**src/hdl/ry420_pkg.sv**
```systemverilog
// Package: payload types and fixed-point BT.601 weights for the RGB to YCbCr 4:2:0 block.
package ry420_pkg;

    // One 2x2 block of RGB pixels: 0 top-left, 1 top-right, 2 bottom-left, 3 bottom-right.
    typedef struct packed {
        logic [7:0] p0_red;
        logic [7:0] p0_green;
        logic [7:0] p0_blue;
        logic [7:0] p1_red;
        logic [7:0] p1_green;
        logic [7:0] p1_blue;
        logic [7:0] p2_red;
        logic [7:0] p2_green;
        logic [7:0] p2_blue;
        logic [7:0] p3_red;
        logic [7:0] p3_green;
        logic [7:0] p3_blue;
    } t_rgb_blk;

    typedef struct packed {
        logic [7:0] luma0;
        logic [7:0] luma1;
        logic [7:0] luma2;
        logic [7:0] luma3;
        logic [7:0] blue_chroma;
        logic [7:0] red_chroma;
    } t_ycc_blk;

    // Widths of the fixed-point sums (units of 2^-16)
    localparam int unsigned LUMA_W   = 25;  // offset + weighted sum + rounding, below 2^25
    localparam int unsigned CHROMA_W = 28;  // signed total over four pixels

    // Luma weights, c/255 * 2^16 rounded
    localparam logic [LUMA_W-1:0] Y_WR = LUMA_W'(16829);
    localparam logic [LUMA_W-1:0] Y_WG = LUMA_W'(33039);
    localparam logic [LUMA_W-1:0] Y_WB = LUMA_W'(6416);
    localparam logic [LUMA_W-1:0] Y_OFS_RND = LUMA_W'(16 * 65536 + 32768);

    // Chroma weights
    localparam logic signed [CHROMA_W-1:0] CB_WR = -CHROMA_W'(9714);
    localparam logic signed [CHROMA_W-1:0] CB_WG = -CHROMA_W'(19070);
    localparam logic signed [CHROMA_W-1:0] CB_WB = CHROMA_W'(28784);
    localparam logic signed [CHROMA_W-1:0] CR_WR = CHROMA_W'(28784);
    localparam logic signed [CHROMA_W-1:0] CR_WG = -CHROMA_W'(24103);
    localparam logic signed [CHROMA_W-1:0] CR_WB = -CHROMA_W'(4681);
    // Four offsets of 128 plus half an LSB of the mean (2^17)
    localparam logic signed [CHROMA_W-1:0] C_OFS4_RND = CHROMA_W'(4 * 128 * 65536 + 131072);

endpackage

```
**src/hdl/ry420_calc.sv**
```systemverilog
// Combinational datapath: four luma values and averaged Cb/Cr from one 2x2 RGB block.
module ry420_calc (
    input  ry420_pkg::t_rgb_blk i_blk,
    output ry420_pkg::t_ycc_blk o_ycc
);
    import ry420_pkg::*;

    logic [LUMA_W-1:0]          w_y0, w_y1, w_y2, w_y3;
    logic [9:0]                 w_sum_r, w_sum_g, w_sum_b;
    logic signed [CHROMA_W-1:0] w_sr, w_sg, w_sb;
    logic signed [CHROMA_W-1:0] w_cb, w_cr;

    function automatic logic [LUMA_W-1:0] luma_sum(
        input logic [7:0] r,
        input logic [7:0] g,
        input logic [7:0] b
    );
        return Y_OFS_RND + Y_WR * LUMA_W'(r) + Y_WG * LUMA_W'(g) + Y_WB * LUMA_W'(b);
    endfunction

    assign w_y0 = luma_sum(i_blk.p0_red, i_blk.p0_green, i_blk.p0_blue);
    assign w_y1 = luma_sum(i_blk.p1_red, i_blk.p1_green, i_blk.p1_blue);
    assign w_y2 = luma_sum(i_blk.p2_red, i_blk.p2_green, i_blk.p2_blue);
    assign w_y3 = luma_sum(i_blk.p3_red, i_blk.p3_green, i_blk.p3_blue);

    // Chroma is linear: weight the channel sums once instead of per pixel
    assign w_sum_r = 10'(i_blk.p0_red) + 10'(i_blk.p1_red)
                   + 10'(i_blk.p2_red) + 10'(i_blk.p3_red);
    assign w_sum_g = 10'(i_blk.p0_green) + 10'(i_blk.p1_green)
                   + 10'(i_blk.p2_green) + 10'(i_blk.p3_green);
    assign w_sum_b = 10'(i_blk.p0_blue) + 10'(i_blk.p1_blue)
                   + 10'(i_blk.p2_blue) + 10'(i_blk.p3_blue);

    assign w_sr = $signed({{(CHROMA_W-10){1'b0}}, w_sum_r});
    assign w_sg = $signed({{(CHROMA_W-10){1'b0}}, w_sum_g});
    assign w_sb = $signed({{(CHROMA_W-10){1'b0}}, w_sum_b});

    assign w_cb = C_OFS4_RND + CB_WR * w_sr + CB_WG * w_sg + CB_WB * w_sb;
    assign w_cr = C_OFS4_RND + CR_WR * w_sr + CR_WG * w_sg + CR_WB * w_sb;

    // Totals stay positive and below 2^26; mean = total / 4 / 2^16
    assign o_ycc.luma0       = w_y0[23:16];
    assign o_ycc.luma1       = w_y1[23:16];
    assign o_ycc.luma2       = w_y2[23:16];
    assign o_ycc.luma3       = w_y3[23:16];
    assign o_ycc.blue_chroma = w_cb[25:18];
    assign o_ycc.red_chroma  = w_cr[25:18];

endmodule

```
**src/hdl/rgb_to_ycbcr420_block.sv**
```systemverilog
// Top level: BT.601 RGB to YCbCr 4:2:0 converter with input and result registers.
// Each item is one 2x2 block of 8-bit RGB pixels; each result is four studio-range
// luma values (16..235) and one Cb and one Cr (16..240), each chroma value the
// rounded mean of the four pixels. Weights are c/255 scaled by 2^16 and rounded,
// halves round up. The block is a two-register pipeline: an item is captured in the
// input register, converted by one pass of constant-weight multiply-add logic, and
// lands in the result register once that register is free, which raises o_out_valid.
// One item is accepted every clock while the output is not stalled.
// Both registers hold under back-pressure, so up to two items are in flight.
// No state or configuration; reset only clears the valid flags.
module rgb_to_ycbcr420_block (
    input  logic                  i_clk,
    input  logic                  i_rst_n,
    input  logic                  i_in_valid,
    output logic                  o_in_stall,
    input  ry420_pkg::t_rgb_blk   i_in_data,
    output logic                  o_out_valid,
    input  logic                  i_out_stall,
    output ry420_pkg::t_ycc_blk   o_out_data
);
    import ry420_pkg::*;

    // Input stage
    logic     r_in_vld, n_in_vld;
    t_rgb_blk r_in;
    // Result stage
    logic     r_out_vld, n_out_vld;
    t_ycc_blk r_out;

    logic     w_out_adv;   // result register may load
    logic     w_in_adv;    // input register may load
    t_ycc_blk w_ycc;

    ry420_calc u_calc (
        .i_blk (r_in),
        .o_ycc (w_ycc)
    );

    // A stage moves when it is empty or its content moves on
    assign w_out_adv = !r_out_vld || !i_out_stall;
    assign w_in_adv  = !r_in_vld || w_out_adv;

    assign n_out_vld = w_out_adv ? r_in_vld : r_out_vld;
    assign n_in_vld  = w_in_adv ? i_in_valid : r_in_vld;

    always_ff @(posedge i_clk) begin
        if (!i_rst_n) begin
            r_in_vld  <= 1'b0;
            r_out_vld <= 1'b0;
        end else begin
            r_in_vld  <= n_in_vld;
            r_out_vld <= n_out_vld;
        end
    end

    // Payload registers, no reset
    always_ff @(posedge i_clk) begin
        if (w_in_adv) begin
            r_in <= i_in_data;
        end
        if (w_out_adv) begin
            r_out <= w_ycc;
        end
    end

    assign o_in_stall  = !w_in_adv;
    assign o_out_valid = r_out_vld;
    assign o_out_data  = r_out;

    // Stall upstream only when both stages hold an item
    a_stall_full: assert property (@(posedge i_clk) disable iff (!i_rst_n)
        o_in_stall |-> (r_in_vld && r_out_vld && i_out_stall))
        else $error("input stalled while pipeline has room");

    // An accepted item reaches the input register
    a_accept_lands: assert property (@(posedge i_clk) disable iff (!i_rst_n)
        (i_in_valid && !o_in_stall) |=> r_in_vld)
        else $error("accepted item lost at input register");

    // An item in the input register moves to the output when the output is free
    a_move_out: assert property (@(posedge i_clk) disable iff (!i_rst_n)
        (r_in_vld && w_out_adv) |=> o_out_valid)
        else $error("item dropped between stages");

    // A stalled result keeps its value
    a_out_hold: assert property (@(posedge i_clk) disable iff (!i_rst_n)
        (o_out_valid && i_out_stall) |=> (o_out_valid && $stable(o_out_data)))
        else $error("stalled result changed");

endmodule
```
**config.mk**
```make
export PLATFORM = sky130hd
export DESIGN_NAME = rgb_to_ycbcr420_block
export DESIGN_NICKNAME = d
export VERILOG_FILES = /design/src/hdl/ry420_pkg.sv /design/src/hdl/ry420_calc.sv /design/src/hdl/rgb_to_ycbcr420_block.sv
export SDC_FILE = /design/constraint.sdc
export NUM_CORES = 2
export LEC_CHECK = 0
export BUFFER_PORTS_ARGS = -buffer_cell sky130_fd_sc_hd__buf_2
export CAP_MARGIN = 20
export CORE_ASPECT_RATIO = 0.6
export CORE_MARGIN = 2
export CORE_UTILIZATION = 60
export DETAILED_ROUTE_END_ITERATION = 10
export GPL_ROUTABILITY_DRIVEN = 1
export PLACE_DENSITY = 0.81
export SLEW_MARGIN = 10
export SYNTH_ARGS = -nofsm -noshare
export SYNTH_HDL_FRONTEND = slang
export SYNTH_SLANG_ARGS = --single-unit
export TNS_END_PERCENT = 1
```
**constraint.sdc**
```tcl
create_clock -name i_clk -period 18.8 [get_ports i_clk]
set_input_delay 0.94 -clock i_clk [delete_from_list [all_inputs] [get_ports i_clk]]
set_output_delay 0.94 -clock i_clk [all_outputs]
set_load 0.05 [all_outputs]
```
Yosys cells after proc, flatten, opt, wreduce, memory -nomap -nowiden
Cells that the tools add are included.

operators by class
  multiply operators = 18
  reductions and logical operators = 6
  add/sub/neg operators = 27

operators with widths
  kind                                                                   count
  26-bit adder                                                           4
  21-bit by 23-bit adder with 24-bit output (first input constant)       4
  24-bit by 21-bit adder with 24-bit output                              4
  24-bit adder                                                           4
  16-bit by 8-bit multiplier with 24-bit output (first input constant)   4
  15-bit by 8-bit multiplier with 23-bit output (first input constant)   4
  9-bit by 8-bit multiplier with 17-bit output (first input constant)    4
  10-bit by 8-bit adder with 10-bit output                               6
  26-bit adder (first input constant)                                    2
  14-bit by 11-bit multiplier with 25-bit output (first input constant)  2
  11-bit by 10-bit multiplier with 21-bit output (first input constant)  2
  8-bit by 8-bit adder with 9-bit output                                 3
  16-bit by 11-bit multiplier with 26-bit output (first input constant)  1
  15-bit by 11-bit multiplier with 25-bit output (first input constant)  1
  1-bit zero test                                                        4
  1-bit logical OR                                                       2

word-level totals
  output and inout port bits = 50
  register bits after elaboration = 146
  word-level logic and storage cells = 71
  input bits = 100

Longest topological paths before layout
  depth after elaboration = 7
  depth in mapped cells = 55
  gate-level depth less buffers = 55

Hierarchy
A second synthesis with hierarchy kept.

second synthesis, totals
  cells, all modules = 3974
  area, all modules = 41564.9 µm²

modules (own cells, without submodules)
  module                 instances  sequential area each (µm²)  area an instance (µm²)  cells an instance
  ry420_calc             1          0.0                         37163.1                 3822
  rgb_to_ycbcr420_block  1          4364.2                      4401.7                  152

Worst setup path before layout
Ideal clock, no wire load.

  kind = register -> register
  from = register r_in[64] (netlist name)
  to = register r_out, in the netlist o_out_data[7] (data pin)
  data arrival time = 11.289 ns
  period minus slack after synthesis = 11.559 ns
  path buffers = 0
  slack = 7.241 ns
  cell stages (with the launch flop) = 47
  data required time = 18.531 ns
  library setup time = 0.269 ns
  cell sequence = edfxtp_1 > ha_1 > inv_1 > fa_1 > inv_1 > a21oi_1 > o21ai_0 > a21oi_1 > o21bai_1 > xnor2_1 > fa_1 > inv_1 > ha_1 > inv_1 > o21bai_1 > a21oi_1 > xnor2_1 > fa_1 > (+11 left out) > xnor2_1 > fa_1 > inv_1 > fa_1 > inv_1 > ha_1 > inv_1 > fa_1 > inv_1 > fa_1 > ha_1 > ha_1 > o41ai_2 > nor2_1 > a2111oi_4 > o21bai_1 > a21oi_1 > xor3_1

RTL lines
  what                      line                         RTL
  start: declaration        rgb_to_ycbcr420_block.sv:25  t_rgb_blk r_in;
  start signal: assignment  rgb_to_ycbcr420_block.sv:59  r_in <= i_in_data;
  end signal: assignment    rgb_to_ycbcr420_block.sv:62  r_out <= w_ycc;
  end: declaration          rgb_to_ycbcr420_block.sv:28  t_ycc_blk r_out;

==> key figures <==
Run status
  – Run status: finished, final reports clean

Routing
  – DRC viols: 0
  – Via count: 28617
  – Iter 0 DRT Violations: approximately 2500
  – Vias per inst: approximately 5.5
  – Average wire per standard cell: 20.4 um
  – DRT Pass-1 Iters: 5
  – Antenna-violating nets left: 0
  – Total routed wirelength: 107 mm

Clock network
  – Reg clk slew, reported paths: 80 ps
  – Clock Latency Late Sink: 520 ps
  – Clock sinks: 146
  – Root Buffer: clkbuf_16
  – CTS tree: built
  – CTS H-tree lvls: 4
  – CTS Buf Count: 17
  – Setup repair bufs after CTS: 0
  – Post-CTS sizing: 0
  – CTS Buffer Depth: 2
  – Cts hold-fix bufs: 0

Placed design
  – Dpl hpwl: 94.0 mm
  – Worst slack, placed: 6100 ps
  – Placed Instances: 5193
  – GPL Wtd Cong: between 1 and 1.5
  – Post-place instance area: 44200 um^2
  – PortBufs: 149

Global routing
  – Gr ovfl total: 0
  – Initial antenna violation count: 4
  – First-pass GRT wire length: about 170 mm
  – Largest net degree at the start of global routing: 66
  – Vias in the first global route: 30021
  – Total GRT Usage: 30.9%

Final layout
  – Final Instance Area: 44800 um^2
  – Share of layout cells above drive strength 1: about 5.2%
  – Commonest non-fill, non-tap cell in the layout: inv_1
  – Layout Cells excl Fill: between 5000 and 6000
  – Area growth from synthesis to layout: 6.29%
  – FILL cells: 5383
  – Most frequent cells in the layout: inv_1 (1291), ha_1 (970), fa_1 (717)
  – NumNets Final: a little over 6000

Critical path
  – Most frequent CP cell: inv_1
  – WP data arrival: 13010 ps
  – Crit path largest cell delay: 770 ps
  – R2r startpoint: r_in[65]$_DFFE_PN_
  – Internal reg-to-reg setup slack: 6060 ps
  – Worst Setup Start Kind: flip-flop
  – R2R Path End: o_out_data[7]$_DFFE_PP_
  – Worst Setup End Kind: flip-flop
  – Critical Path RT: around 19000 ps
  – Crit path max fanout: 10
  – Worst path slowest cell: xnor2_1
  – R2R cell count: between 40 and 50
  – Path type of the worst setup path: reg -> reg

Floorplanning
  – Row count: 75
  – Initial core utilization: 60.5%
  – I/O pin count: 150
  – Core Area: 69700 um^2
  – Die area: between 70000 and 80000 um^2
  – Die extent in x: about 350 um
  – Die Span Y: 209 um

Worst hold path
  – Min-delay worst type: reg -> reg
  – Hold EP: o_out_valid$_SDFFE_PN0P_
  – Hold Startpoint: r_in_vld$_SDFFE_PN0N_
  – Worst Hold Depth: 2

STA
  – Total negative setup slack: 0 ps
  – Slew margin rel.: 29.0%
  – Final Hold Fails: 0
  – Crit path time final: around 13000 ps
  – RSZ-0062 raised after global routing: no
  – Pins over their slew limit: 0
  – Slew @ Worst Pin: roughly 1100 ps
  – Final period util: 67.8%
  – Fmax: 78.5 MHz
  – Final setup fails: 0
  – Final worst slack: 6060 ps
  – Setup Skew: 28.5 ps

Synth
  – Async set or reset register ratio after synthesis: 0%
  – Netlist cell types: 68
  – Number of flops mapped to enable cells by yosys: ~140
  – Syn nets: 5893
  – Top_reg_cell synth: edfxtp_1
  – Post-Syn Area per Cell: 10.3 um^2
  – Seq cells post-synth: 146
  – Cell count after synthesis: ~4000
  – Mapped Area: 42200 um^2
  – Register area share after synthesis: between 10% and 20%
  – Synth warnings: 0

Run
  – Max-cap violations: 0
through the flow:
| step | utilization [%] | hold slack (ps) |
|---|---|---|
| 2_1_floorplan | - | 459 |
| 3_3_place_gp | 63.4 | 542 |
| 3_5_place_dp | 63.4 | 561 |
| 4_1_cts | 64.3 | 568 |
| 5_1_grt | 64.3 | 581 |
| 6_report | 64.3 | 563 |
area by class of cell:
| class | count | area, um^2 | area share [%] |
|---|---|---|---|
| Inverter | 1292 | 4850 | 10.8 |
| Sequential cell | 146 | 4360 | 9.73 |
| Clock buffer | 20 | 467 | 1.04 |
| Timing Repair Buffer | 163 | 851 | 1.90 |
| Clock inverter | 12 | 144 | 0.321 |
| Antenna cell | 1 | 2.50 | 0.00558 |
| Multi-Input combinational cell | 2668 | 33000 | 73.6 |
| Tap cell | 924 | 1160 | 2.58 |
worst max-delay path, delay by kind of cell, from the launching register on:
family | cells | cell delay, ps
and+or+nand+nor | 1 | 150
DFF | 1 | 600
buffers and inverters | 10 | 750
adders and majority gates | 16 | 6600
xor gates and xnor gates | 4 | 1240
AOI/OAI and AO/OA | 14 | 3180
how the worst max path moves through the flow:
stage	cells past startpoint	from	endpoint	slack [ps]
after floorplan	46	r_in[64]$_DFFE_PN_	o_out_data[7]$_DFFE_PP_	7240
after global placement	45	r_in[65]$_DFFE_PN_	o_out_data[7]$_DFFE_PP_	6360
after detailed placement	45	r_in[65]$_DFFE_PN_	o_out_data[7]$_DFFE_PP_	6100
after CTS	45	r_in[65]$_DFFE_PN_	o_out_data[7]$_DFFE_PP_	6130
after global routing	47	r_in[72]$_DFFE_PN_	o_out_data[7]$_DFFE_PP_	5470
final	45	r_in[65]$_DFFE_PN_	o_out_data[7]$_DFFE_PP_	6060
synthesized netlist by cell type (3+ instances only):
cell type | instances | area [um^2]
a211o_1 | 4 | 35.0
nor2_1 | 102 | 383
o21ai_0 | 44 | 220
o21bai_1 | 40 | 300
nand2b_1 | 19 | 119
nor3b_1 | 4 | 30.0
nor3_1 | 38 | 190
o41ai_1 | 3 | 26.3
nand2_1 | 54 | 203
nand3_1 | 30 | 150
a31o_2 | 4 | 35.0
o21a_1 | 34 | 255
xor2_1 | 74 | 648
nor2b_1 | 25 | 156
a31oi_1 | 16 | 100
o21ai_1 | 13 | 65.1
a2111oi_0 | 3 | 26.3
a21oi_1 | 127 | 636
xnor2_1 | 168 | 1470
and3_1 | 10 | 62.6
edfxtp_1 | 144 | 4320
ha_1 | 970 | 12100
a21boi_1 | 6 | 45.0
a211oi_1 | 13 | 97.6
a21o_1 | 67 | 503
and2_1 | 5 | 31.3
fa_1 | 717 | 14400
inv_1 | 1291 | 4850
or2_2 | 10 | 62.6
o211ai_1 | 6 | 45.0
nand4_1 | 9 | 56.3
o31ai_1 | 4 | 30.0
o2111ai_1 | 5 | 43.8
or3_1 | 4 | 25.0
nand3b_1 | 3 | 22.5
flip-flops by register name (all words and copies together) (netlist names):
signal,count
o_out_data,48
o_out_valid,1
r_in_vld,1
r_in,96
cell families (layout without fill, tap and decap cells):
family                   count (synthesis)  in the layout  share of synthesized area, %
AO/OA/AOI/OAI                          416            416                          6.54
XOR/XNOR                               244            244                          5.13
adder cells (fa/ha/maj)               1687           1687                          62.8
buffers and inverters                 1292           1487                          11.5
flip-flops                             146            146                          10.3
other                                    0              1                             0
AND/OR/NAND/NOR                        321            321                          3.70
routing by layer:
layer	global-route usage [%]	routed length, um	up-vias
met1	46.7	49300	14081
li1	-	-	13202
met2	41.5	41400	1182
met3	12.5	14200	146
met5	1.32	167	-
met4	5.62	1860	6
Power is left out: the tool's default activity adds up to more than one toggle a clock period on the data nets, which glitch-free logic cannot reach.
